<file path="config.mk">
export PLATFORM = sky130hd
export DESIGN_NAME = gradient_edge_crossing_select
export DESIGN_NICKNAME = d
export VERILOG_FILES = /design/src/design/gecs_pkg.sv /design/src/design/gecs_front.sv /design/src/design/gecs_back.sv /design/src/design/gradient_edge_crossing_select.sv
export SDC_FILE = /design/constraint.sdc
export NUM_CORES = 2
export LEC_CHECK = 0
export ABC_AREA = 1
export BUFFER_PORTS_ARGS = -buffer_cell sky130_fd_sc_hd__buf_2
export CORE_UTILIZATION = 34
export CTS_BUF_LIST = sky130_fd_sc_hd__clkbuf_2 sky130_fd_sc_hd__clkbuf_4 sky130_fd_sc_hd__clkbuf_8
export DETAILED_ROUTE_END_ITERATION = 10
export GPL_TIMING_DRIVEN = 0
export SETUP_SLACK_MARGIN = 0.02
export SLEW_MARGIN = 40
export SYNTH_ARGS = -nofsm -noshare
export SYNTH_HDL_FRONTEND = slang
export SYNTH_SLANG_ARGS = --single-unit
</file>
<file path="constraint.sdc">
create_clock -name clk_i -period 61.6 [get_ports clk_i]
set_input_delay 3.08 -clock clk_i [delete_from_list [all_inputs] [get_ports clk_i]]
set_output_delay 3.08 -clock clk_i [all_outputs]
set_load 0.005 [all_outputs]
</file>
<file path="src/design/gecs_pkg.sv">
// Shared types and constants for the gradient edge crossing select block.
`default_nettype none
package gecs_pkg;

  typedef enum logic [2:0] {
    PICK_END0   = 3'd0,
    PICK_END1   = 3'd1,
    PICK_PLANE0 = 3'd2,
    PICK_PLANE1 = 3'd3,
    PICK_LINEAR = 3'd4
  } pick_e;

  // Which numerator/denominator pair the back end divides, and how to finish.
  typedef enum logic [1:0] {
    DIV_NONE  = 2'd0,  // fraction already known
    DIV_PLAIN = 2'd1,  // fraction = quotient
    DIV_INV   = 2'd2,  // fraction = one - quotient
    DIV_BOTH  = 2'd3   // both planes on the edge, sign rule picks
  } div_mode_e;

endpackage
`default_nettype wire

</file>
<file path="src/design/gecs_front.sv">
// Front end: classifies one edge and prepares a single divide job.
`default_nettype none
module gecs_front #(
  parameter int FRACTION_BITS = 16,
  parameter int SAMPLE_BITS   = 16
) (
  input  logic                          clk_i,
  input  logic                          rst_ni,
  input  logic signed [SAMPLE_BITS-1:0] iso_i,
  input  logic                          in_valid_i,
  output logic                          in_ready_o,
  input  logic signed [SAMPLE_BITS-1:0] s0_i,
  input  logic signed [SAMPLE_BITS-1:0] s1_i,
  input  logic signed [SAMPLE_BITS-1:0] g0_i,
  input  logic signed [SAMPLE_BITS-1:0] g1_i,
  output logic                          job_valid_o,
  input  logic                          job_ready_i,
  output logic [SAMPLE_BITS:0]          job_num_a_o,
  output logic [SAMPLE_BITS:0]          job_den_a_o,
  output logic [SAMPLE_BITS:0]          job_num_o,
  output logic [SAMPLE_BITS:0]          job_den_o,
  output logic [1:0]                    job_mode_o,
  output logic [FRACTION_BITS:0]        job_frac_o,
  output logic [2:0]                    job_pick_o,
  output logic                          job_degen_o
);
  import gecs_pkg::*;

  localparam int W = SAMPLE_BITS + 2;
  localparam logic [FRACTION_BITS:0] One = {1'b1, {FRACTION_BITS{1'b0}}};

  // Stage 1 registers: differences, gradients and comparison flags.
  logic              v1_q;
  logic signed [W-1:0] sd0_q, sd1_q, ng1_q, g0_q, g1_q, den_q;
  logic              lt_q, gt_q;

  // Stage 2 output registers.
  logic              v2_q;
  logic [SAMPLE_BITS:0] num_q, dn_q;
  logic [1:0]        mode_q;
  logic [FRACTION_BITS:0] frac_q;
  logic [2:0]        pick_q;
  logic              degen_q;

  logic adv2, adv1;
  assign adv2 = !v2_q || job_ready_i;
  assign adv1 = !v1_q || adv2;
  assign in_ready_o = adv1;

  always_ff @(posedge clk_i or negedge rst_ni) begin
    if (!rst_ni) begin
      v1_q <= 1'b0;
      v2_q <= 1'b0;
    end else begin
      if (adv1) v1_q <= in_valid_i;
      if (adv2) v2_q <= v1_q;
    end
  end

  always_ff @(posedge clk_i) begin
    if (adv1 && in_valid_i) begin
      sd0_q <= W'(iso_i) - W'(s0_i);
      sd1_q <= W'(iso_i) - W'(s1_i);
      ng1_q <= -W'(g1_i);
      g0_q  <= W'(g0_i);
      g1_q  <= W'(g1_i);
      den_q <= W'(s1_i) - W'(s0_i);
      lt_q  <= s0_i < s1_i;
      gt_q  <= s0_i > s1_i;
    end
  end

  function automatic logic [W-1:0] absw(input logic signed [W-1:0] v);
    absw = v[W-1] ? -v : v;
  endfunction

  // Plane test: on edge, exact one, or zero distance.
  logic in0, in1, one0, one1, in_both;
  logic [W-1:0] an0, ag0, an1, ag1, anl, adl;
  logic numl_neg;
  always_comb begin
    an0 = absw(sd0_q);
    ag0 = absw(g0_q);
    an1 = absw(sd1_q);
    ag1 = absw(ng1_q);
    in0 = (sd0_q == '0) ||
          ((sd0_q[W-1] == g0_q[W-1]) && (g0_q != '0) && (ag0 >= an0));
    in1 = (sd1_q == '0) ||
          ((sd1_q[W-1] == ng1_q[W-1]) && (ng1_q != '0) && (ag1 >= an1));
    one0 = (sd0_q != '0) && (ag0 == an0);
    one1 = (sd1_q != '0) && (ag1 == an1);
    in_both = in0 && in1;
    // t0 vs t1 sign rule needs both fractions; it is decided in the back end.
    // Linear numerator sign after flipping to a positive denominator; both
    // sd0 and den are nonzero on that path.
    numl_neg = den_q[W-1] ^ sd0_q[W-1];
    anl = absw(sd0_q);
    adl = absw(den_q);
  end

  // Classify the edge; when both planes are valid the back end needs both quotients.
  always_ff @(posedge clk_i) begin
    if (adv2 && v1_q) begin
      degen_q <= 1'b0;
      frac_q  <= '0;
      num_q   <= '0;
      dn_q    <= '0;
      mode_q  <= DIV_NONE;
      if (sd0_q == '0) begin
        pick_q <= PICK_END0;
      end else if (sd1_q == '0) begin
        pick_q <= PICK_END1;
        frac_q <= One;
      end else if (in_both) begin
        pick_q <= PICK_PLANE0;
        mode_q <= DIV_BOTH;
        num_q  <= an0[SAMPLE_BITS:0];
        dn_q   <= ag0[SAMPLE_BITS:0];
        frac_q <= {lt_q, gt_q, (g0_q > g1_q), {(FRACTION_BITS-2){1'b0}}};
      end else if (in0) begin
        pick_q <= PICK_PLANE0;
        if (one0) frac_q <= One;
        else begin
          mode_q <= DIV_PLAIN;
          num_q  <= an0[SAMPLE_BITS:0];
          dn_q   <= ag0[SAMPLE_BITS:0];
        end
      end else if (in1) begin
        pick_q <= PICK_PLANE1;
        if (!one1) begin
          mode_q <= DIV_INV;
          num_q  <= an1[SAMPLE_BITS:0];
          dn_q   <= ag1[SAMPLE_BITS:0];
        end
      end else begin
        pick_q <= PICK_LINEAR;
        if (den_q == '0) degen_q <= 1'b1;
        else if (numl_neg) frac_q <= '0;
        else if (anl >= adl) frac_q <= One;
        else begin
          mode_q <= DIV_PLAIN;
          num_q  <= anl[SAMPLE_BITS:0];
          dn_q   <= adl[SAMPLE_BITS:0];
        end
      end
    end
  end

  // Second plane operands for the both-valid case; equal operands divide to one.
  logic [SAMPLE_BITS:0] n1_q, d1_q;
  always_ff @(posedge clk_i) begin
    if (adv2 && v1_q) begin
      n1_q <= an1[SAMPLE_BITS:0];
      d1_q <= ag1[SAMPLE_BITS:0];
    end
  end

  assign job_valid_o = v2_q;
  assign job_num_a_o = num_q;
  assign job_den_a_o = dn_q;
  assign job_num_o   = (mode_q == DIV_BOTH) ? n1_q : num_q;
  assign job_den_o   = (mode_q == DIV_BOTH) ? d1_q : dn_q;
  assign job_mode_o  = mode_q;
  assign job_frac_o  = frac_q;
  assign job_pick_o  = pick_q;
  assign job_degen_o = degen_q;
endmodule
`default_nettype wire

</file>
<file path="src/design/gecs_back.sv">
// Back end: pipelined restoring dividers and final selection.
`default_nettype none
module gecs_back #(
  parameter int FRACTION_BITS = 16,
  parameter int SAMPLE_BITS   = 16
) (
  input  logic                   clk_i,
  input  logic                   rst_ni,
  input  logic                   job_valid_i,
  output logic                   job_ready_o,
  input  logic [SAMPLE_BITS:0]   num_a_i,
  input  logic [SAMPLE_BITS:0]   den_a_i,
  input  logic [SAMPLE_BITS:0]   num_b_i,
  input  logic [SAMPLE_BITS:0]   den_b_i,
  input  logic [1:0]             mode_i,
  input  logic [FRACTION_BITS:0] frac_i,
  input  logic [2:0]             pick_i,
  input  logic                   degen_i,
  output logic                   out_valid_o,
  input  logic                   out_ready_i,
  output logic [FRACTION_BITS:0] frac_o,
  output logic [2:0]             pick_o,
  output logic                   degen_o
);
  import gecs_pkg::*;

  // One quotient bit per stage; FRACTION_BITS+1 stages, then finish stage.
  localparam int N  = FRACTION_BITS + 1;
  localparam int RW = SAMPLE_BITS + 2;
  localparam logic [FRACTION_BITS:0] One = {1'b1, {FRACTION_BITS{1'b0}}};

  logic                   v_q   [N+1];
  logic [RW-1:0]          ra_q  [N+1];
  logic [RW-1:0]          rb_q  [N+1];
  logic [SAMPLE_BITS:0]   da_q  [N+1];
  logic [SAMPLE_BITS:0]   db_q  [N+1];
  logic [N-1:0]           qa_q  [N+1];
  logic [N-1:0]           qb_q  [N+1];
  logic [1:0]             m_q   [N+1];
  logic [FRACTION_BITS:0] f_q   [N+1];
  logic [2:0]             p_q   [N+1];
  logic                   dg_q  [N+1];

  logic adv;
  assign adv = !out_valid_o || out_ready_i;
  assign job_ready_o = adv;

  // Rounding: round(n*2^F/d) with halves up equals (floor(n*2^(F+1)/d) + 1) >> 1.
  always_ff @(posedge clk_i or negedge rst_ni) begin
    if (!rst_ni) begin
      for (int i = 0; i <= N; i++) v_q[i] <= 1'b0;
    end else if (adv) begin
      v_q[0] <= job_valid_i;
      for (int i = 1; i <= N; i++) v_q[i] <= v_q[i-1];
    end
  end

  // Restoring long division of n*2^N by d, n <= d: remainder starts at n,
  // each stage doubles it and subtracts d when it fits.
  always_ff @(posedge clk_i) begin
    if (adv) begin
      ra_q[0] <= RW'(num_a_i);
      rb_q[0] <= RW'(num_b_i);
      da_q[0] <= den_a_i;
      db_q[0] <= den_b_i;
      qa_q[0] <= '0;
      qb_q[0] <= '0;
      m_q[0]  <= mode_i;
      f_q[0]  <= frac_i;
      p_q[0]  <= pick_i;
      dg_q[0] <= degen_i;
      for (int i = 1; i <= N; i++) begin
        m_q[i]  <= m_q[i-1];
        f_q[i]  <= f_q[i-1];
        p_q[i]  <= p_q[i-1];
        dg_q[i] <= dg_q[i-1];
        da_q[i] <= da_q[i-1];
        db_q[i] <= db_q[i-1];
        if ({ra_q[i-1], 1'b0} >= {1'b0, RW'(da_q[i-1])}) begin
          ra_q[i] <= RW'({ra_q[i-1], 1'b0} - {1'b0, RW'(da_q[i-1])});
          qa_q[i] <= {qa_q[i-1][N-2:0], 1'b1};
        end else begin
          ra_q[i] <= RW'({ra_q[i-1], 1'b0});
          qa_q[i] <= {qa_q[i-1][N-2:0], 1'b0};
        end
        if ({rb_q[i-1], 1'b0} >= {1'b0, RW'(db_q[i-1])}) begin
          rb_q[i] <= RW'({rb_q[i-1], 1'b0} - {1'b0, RW'(db_q[i-1])});
          qb_q[i] <= {qb_q[i-1][N-2:0], 1'b1};
        end else begin
          rb_q[i] <= RW'({rb_q[i-1], 1'b0});
          qb_q[i] <= {qb_q[i-1][N-2:0], 1'b0};
        end
      end
    end
  end

  // floor(n*2^(F+1)/d) -> round = (q+1)>>1.
  logic [FRACTION_BITS:0] ta, tb, t0, t1;
  logic [N:0] sa, sb;
  logic pick1;
  always_comb begin
    sa = {1'b0, qa_q[N]} + 1'b1;
    sb = {1'b0, qb_q[N]} + 1'b1;
    ta = sa[N:1];
    tb = sb[N:1];
    t0 = ta;
    t1 = One - tb;
    // lt, gt, g0>g1 flags ride in frac
    if (f_q[N][FRACTION_BITS])
      pick1 = f_q[N][FRACTION_BITS-2] ? (t0 < t1) : (t0 > t1);
    else if (f_q[N][FRACTION_BITS-1])
      pick1 = f_q[N][FRACTION_BITS-2] ? (t0 > t1) : (t0 < t1);
    else
      pick1 = 1'b0;
  end

  logic                   ov_q;
  logic [FRACTION_BITS:0] of_q;
  logic [2:0]             op_q;
  logic                   od_q;
  always_ff @(posedge clk_i or negedge rst_ni) begin
    if (!rst_ni) ov_q <= 1'b0;
    else if (adv) ov_q <= v_q[N];
  end
  always_ff @(posedge clk_i) begin
    if (adv) begin
      od_q <= dg_q[N];
      unique case (m_q[N])
        DIV_NONE:  begin of_q <= f_q[N]; op_q <= p_q[N]; end
        DIV_PLAIN: begin of_q <= ta; op_q <= p_q[N]; end
        DIV_INV:   begin of_q <= One - tb; op_q <= p_q[N]; end
        DIV_BOTH: begin
          of_q <= pick1 ? t1 : t0;
          op_q <= pick1 ? PICK_PLANE1 : PICK_PLANE0;
        end
      endcase
    end
  end
  assign out_valid_o = ov_q;
  assign frac_o  = of_q;
  assign pick_o  = op_q;
  assign degen_o = od_q;
endmodule
`default_nettype wire

</file>
<file path="src/design/gradient_edge_crossing_select.sv">
// Top level: edge crossing fraction with tangent-plane selection.
//  channel | signals                                  | dir
//  in      | in_valid_i/in_ready_o, scalar/grad ports | in
//  out     | out_valid_o/out_ready_i, result ports    | out
//  cfg     | cfg_we_i, cfg_wdata_i (iso_level)        | in
// One edge per cycle while the output is not stalled; the result passes
// two front stages, FRACTION_BITS+2 divider stages and the output register.
// Reset clears all valids and sets iso_level to 0. The back end advances
// only when the output register is empty or taken; the front end keeps
// accepting until both of its stages are full and the back end stalls.
`default_nettype none
module gradient_edge_crossing_select #(
  parameter int FRACTION_BITS = 16,
  parameter int SAMPLE_BITS   = 16
) (
  input  logic                          clk_i,
  input  logic                          rst_ni,
  input  logic                          cfg_we_i,
  input  logic signed [SAMPLE_BITS-1:0] cfg_wdata_i,
  input  logic                          in_valid_i,
  output logic                          in_ready_o,
  input  logic signed [SAMPLE_BITS-1:0] scalar_v0_i,
  input  logic signed [SAMPLE_BITS-1:0] scalar_v1_i,
  input  logic signed [SAMPLE_BITS-1:0] grad_v0_i,
  input  logic signed [SAMPLE_BITS-1:0] grad_v1_i,
  output logic                          out_valid_o,
  input  logic                          out_ready_i,
  output logic [FRACTION_BITS:0]        edge_fraction_o,
  output logic [2:0]                    pick_o,
  output logic                          degenerate_o
);
  import gecs_pkg::*;

  logic signed [SAMPLE_BITS-1:0] iso_q;
  always_ff @(posedge clk_i or negedge rst_ni) begin
    if (!rst_ni) iso_q <= '0;
    else if (cfg_we_i) iso_q <= cfg_wdata_i;
  end

  logic job_valid, job_ready, job_degen;
  logic [SAMPLE_BITS:0] job_num_a, job_den_a, job_num, job_den;
  logic [1:0] job_mode;
  logic [FRACTION_BITS:0] job_frac;
  logic [2:0] job_pick;

  gecs_front #(.FRACTION_BITS(FRACTION_BITS), .SAMPLE_BITS(SAMPLE_BITS)) u_front (
    .clk_i, .rst_ni, .iso_i(iso_q),
    .in_valid_i, .in_ready_o,
    .s0_i(scalar_v0_i), .s1_i(scalar_v1_i), .g0_i(grad_v0_i), .g1_i(grad_v1_i),
    .job_valid_o(job_valid), .job_ready_i(job_ready),
    .job_num_a_o(job_num_a), .job_den_a_o(job_den_a),
    .job_num_o(job_num), .job_den_o(job_den), .job_mode_o(job_mode),
    .job_frac_o(job_frac), .job_pick_o(job_pick), .job_degen_o(job_degen)
  );

  gecs_back #(.FRACTION_BITS(FRACTION_BITS), .SAMPLE_BITS(SAMPLE_BITS)) u_back (
    .clk_i, .rst_ni,
    .job_valid_i(job_valid), .job_ready_o(job_ready),
    .num_a_i(job_num_a), .den_a_i(job_den_a),
    .num_b_i(job_num), .den_b_i(job_den),
    .mode_i(job_mode), .frac_i(job_frac), .pick_i(job_pick), .degen_i(job_degen),
    .out_valid_o, .out_ready_i,
    .frac_o(edge_fraction_o), .pick_o, .degen_o(degenerate_o)
  );
endmodule
`default_nettype wire

</file>
==> results.json <==
{
  "cp-end-kind": "output pin",
  "rr_endpoint": "u_back.rb_q[1][21]",
  "cts_tree": "yes",
  "cp_slowest_cell": "nor2_4",
  "async_flop_share_pct": 1.955,
  "slew_headroom_pct": 40.56,
  "first_global_vias": 69850,
  "status": "complete, no violations",
  "gr-total-overflow": 0,
  "fin_nets": 10870,
  "numCtsBuffers": 335,
  "hpwl_mm": 184.9,
  "worst_path_largest_cell_delay_ps": 420,
  "drv_cap": 0,
  "fin_tns_setup_ps": 0,
  "ys_seq_elements": 1893,
  "firstDrtPassIters": 7,
  "grt_antenna_before_repair": 9,
  "routed_wl_mm": 237.7,
  "cts_setup_buffers": 0,
  "path_cells": "buf_2 > nor2_4 > clkbuf_2 > buf_16 > clkbuf_2 > nand3_1 > buf_2",
  "crit_arrival_ps": 5170,
  "worst_pin_slew_ps": 891.5,
  "postSynthCellCount": 9521,
  "grt_max_degree": 81,
  "die_w_um": 544.8,
  "yosys_warnings": 0,
  "htreeDepth": 5,
  "clock_path_buffers": 4,
  "required_ps": 58520,
  "final_max_slew_viol_count": 0,
  "dieHeight_um": 544.8,
  "r2r-start": "u_back.out_valid_o",
  "cp_max_fo": 6,
  "rsz0062_at_grt": "false",
  "worstHoldStart": "u_back.dg_q[4]",
  "min_to": "u_back.dg_q[5]",
  "layout-drive-gt1-share_pct": 9.815,
  "crit_type": "input pin to output pin",
  "grt.total_usage_pct": 15.72,
  "skew_ps": 53.89,
  "crit_path_start_kind": "input pin",
  "vias_per_cell": 4.825,
  "ys_seq_area_share_pct": 56.52,
  "drt_iter0_drc": 4273,
  "syn_area_sq_um": 100200,
  "hold_viol": 0,
  "ios": 108,
  "cts.clk_slew.worst_paths_ps": 50,
  "setup_viol": 0,
  "start_util_pct": 34.30,
  "areaGrowthSynthToFinish_pct": 13.89,
  "port_buffers": 106,
  "fin_crit_ps": 8249,
  "core_sq_um": 292100,
  "cts_root_buffer": "clkbuf_8",
  "cts_resized": 0,
  "wl_per_cell_um": 16.76,
  "hold_depth": 0,
  "cts.sinks": 1893,
  "fin_crit_sh_pct": 13.39,
  "rows": 198,
  "gp_congestion": 0.9447,
  "ys_types": 66,
  "grt_pass1_wl_mm": 371.8,
  "drc": 0,
  "avgSynthCellArea_sq_um": 10.52,
  "hold_path_class": "register to register",
  "vias": 68430,
  "ant_nets": 0,
  "postCtsHoldBufs": 0,
  "synth_ff_type": "edfxtp_1",
  "ff2ff_path_depth": 21,
  "r2r_slack_ps": 55900,
  "final_util_pct": 39.06,
  "clock.fmax_ghz": 0.1212,
  "worstSkewPairLatency_ps": 950,
  "dieArea_sq_um": 296800,
  "synth_edf_count": 1852
}
-- sequential cells by signal, summed over array words and instances (netlist names), 17 cells and up --
register             cells
u_back.dg_q             18
u_back.p_q              54
u_back.f_q              54
u_front.n1_q            17
u_front.sd1_q           17
u_back.ra_q            305
u_back.v_q              18
u_back.qb_q            153
u_front.d1_q            17
u_front.den_q           17
u_back.rb_q            305
u_back.m_q              36
u_back.frac_o           17
u_back.da_q            289
u_back.qa_q            153
u_front.sd0_q           17
u_front.job_den_a_o     17
u_back.db_q            289
u_front.job_num_a_o     17
u_front.ng1_q           17
-- synthesized netlist by cell type (8+ instances only) --
cell	instances	share of area, %
nand4_1	165	1.0
nor3_1	51	0.25
mux2_2	48	0.54
inv_2	19	0.071
nand2_1	1965	7.4
a21oi_1	625	3.1
o21a_1	15	0.11
xnor2_1	261	2.3
o2111ai_1	20	0.17
ha_1	721	9.0
nand3_1	332	1.7
o21ai_0	563	2.8
nor2_2	10	0.062
clkbuf_1	31	0.12
nor2_1	552	2.1
a31oi_1	67	0.42
fa_1	35	0.70
a21o_1	73	0.55
o21ai_2	37	0.32
or2_2	41	0.26
a211oi_1	22	0.16
o211ai_1	19	0.14
nand3b_1	12	0.090
inv_1	1209	4.5
o21bai_1	25	0.19
nand3_2	8	0.080
xor2_1	359	3.1
edfxtp_1	1852	56
nor4_1	35	0.22
nand2_2	24	0.15
buf_2	72	0.36
buf_6	19	0.21
o21ai_1	97	0.48
dfrtp_1	37	0.92
-- cell type report --
| cell class | instances | area (sq um) |
|---|---|---|
| inverter | 1230 | 4634 |
| clock inverter | 157 | 1339 |
| timing repair buffer | 168 | 2210 |
| fill | 28080 | 178000 |
| buffer | 130 | 748.2 |
| multi-input combinational | 6272 | 38250 |
| tap | 3900 | 4880 |
| clock buffer | 430 | 5405 |
| sequential | 1893 | 56620 |
| antenna | 2 | 5.005 |
-- worst max-delay path: cells and delay by family --
family,cells,cell delay (ps)
and+or+nand+nor,2,800
buffers and inverters,5,1240
-- metal layers --
layer	track usage [%]	up-vias	part of all wire, %
met3	2.050	601	3.8
met2	28.90	1677	51
met1	17.99	32160	41
met5	0	-	0
li1	-	33990	-
met4	7.266	0	4.5
-- how the worst max path moves through the flow --
stage,startpoint,to,slack (ps),cells past startpoint
finish,out_ready_i,in_ready_o,53350,7
floorplan,out_ready_i,u_back.qa_q[0][17],32510,5
global route,out_ready_i,in_ready_o,53320,7
detailed placement,out_ready_i,u_back.rb_q[1][20],53250,21
CTS,out_ready_i,in_ready_o,53260,7
global placement,out_ready_i,u_back.rb_q[1][20],19080,6
-- cell usage in the layout (no fill, tap or decap), drive strengths merged, types with 6 or more instances in the layout --
cell type / count
nand3: 340
o21a: 15
conb: 6
a21oi: 629
mux2: 48
o21ai: 697
dfrtp: 37
nor2: 567
nor3: 58
clkbuf: 462
a211oi: 22
nor4: 35
inv: 1238
o2111ai: 20
nor3b: 7
xor2: 359
o211ai: 19
or2: 47
nand4: 166
nand3b: 12
nand2: 1995
fa: 35
a21o: 73
o21bai: 25
clkinv: 121
ha: 721
buf: 266
xnor2: 261
bufinv: 23
edfxtp: 1852
a21boi: 14
a31oi: 67
-- per-stage QoR --
| step | instances | cell area [sq um] | hold WS (ps) | setup WS, ps |
|---|---|---|---|---|
| 2_1_floorplan | 9525 | 100200 | 400.3 | 32510 |
| 3_3_place_gp | 13530 | 105600 | 400.4 | 19080 |
| 3_5_place_dp | 13590 | 107300 | 404.5 | 53250 |
| 4_1_cts | 14180 | 114100 | 379.3 | 53260 |
| 5_1_grt | 14180 | 114100 | 378.1 | 53320 |
| 6_report | 14180 | 114100 | 388.9 | 53350 |
-- logic make-up after synthesis --
logic type | count (synthesis) | synth area share [%]
fa+ha+maj | 756 | 9.704
simple gates | 3233 | 13.58
mux | 48 | 0.5395
compound gates | 1609 | 8.886
buf+inv | 1360 | 5.343
xor+xnor | 620 | 5.420
other cells | 2 | 0.007497
flops | 1893 | 56.52
Power is left out: the tool's default activity adds up to more than one toggle a clock period on the data nets, which glitch-free logic cannot reach.
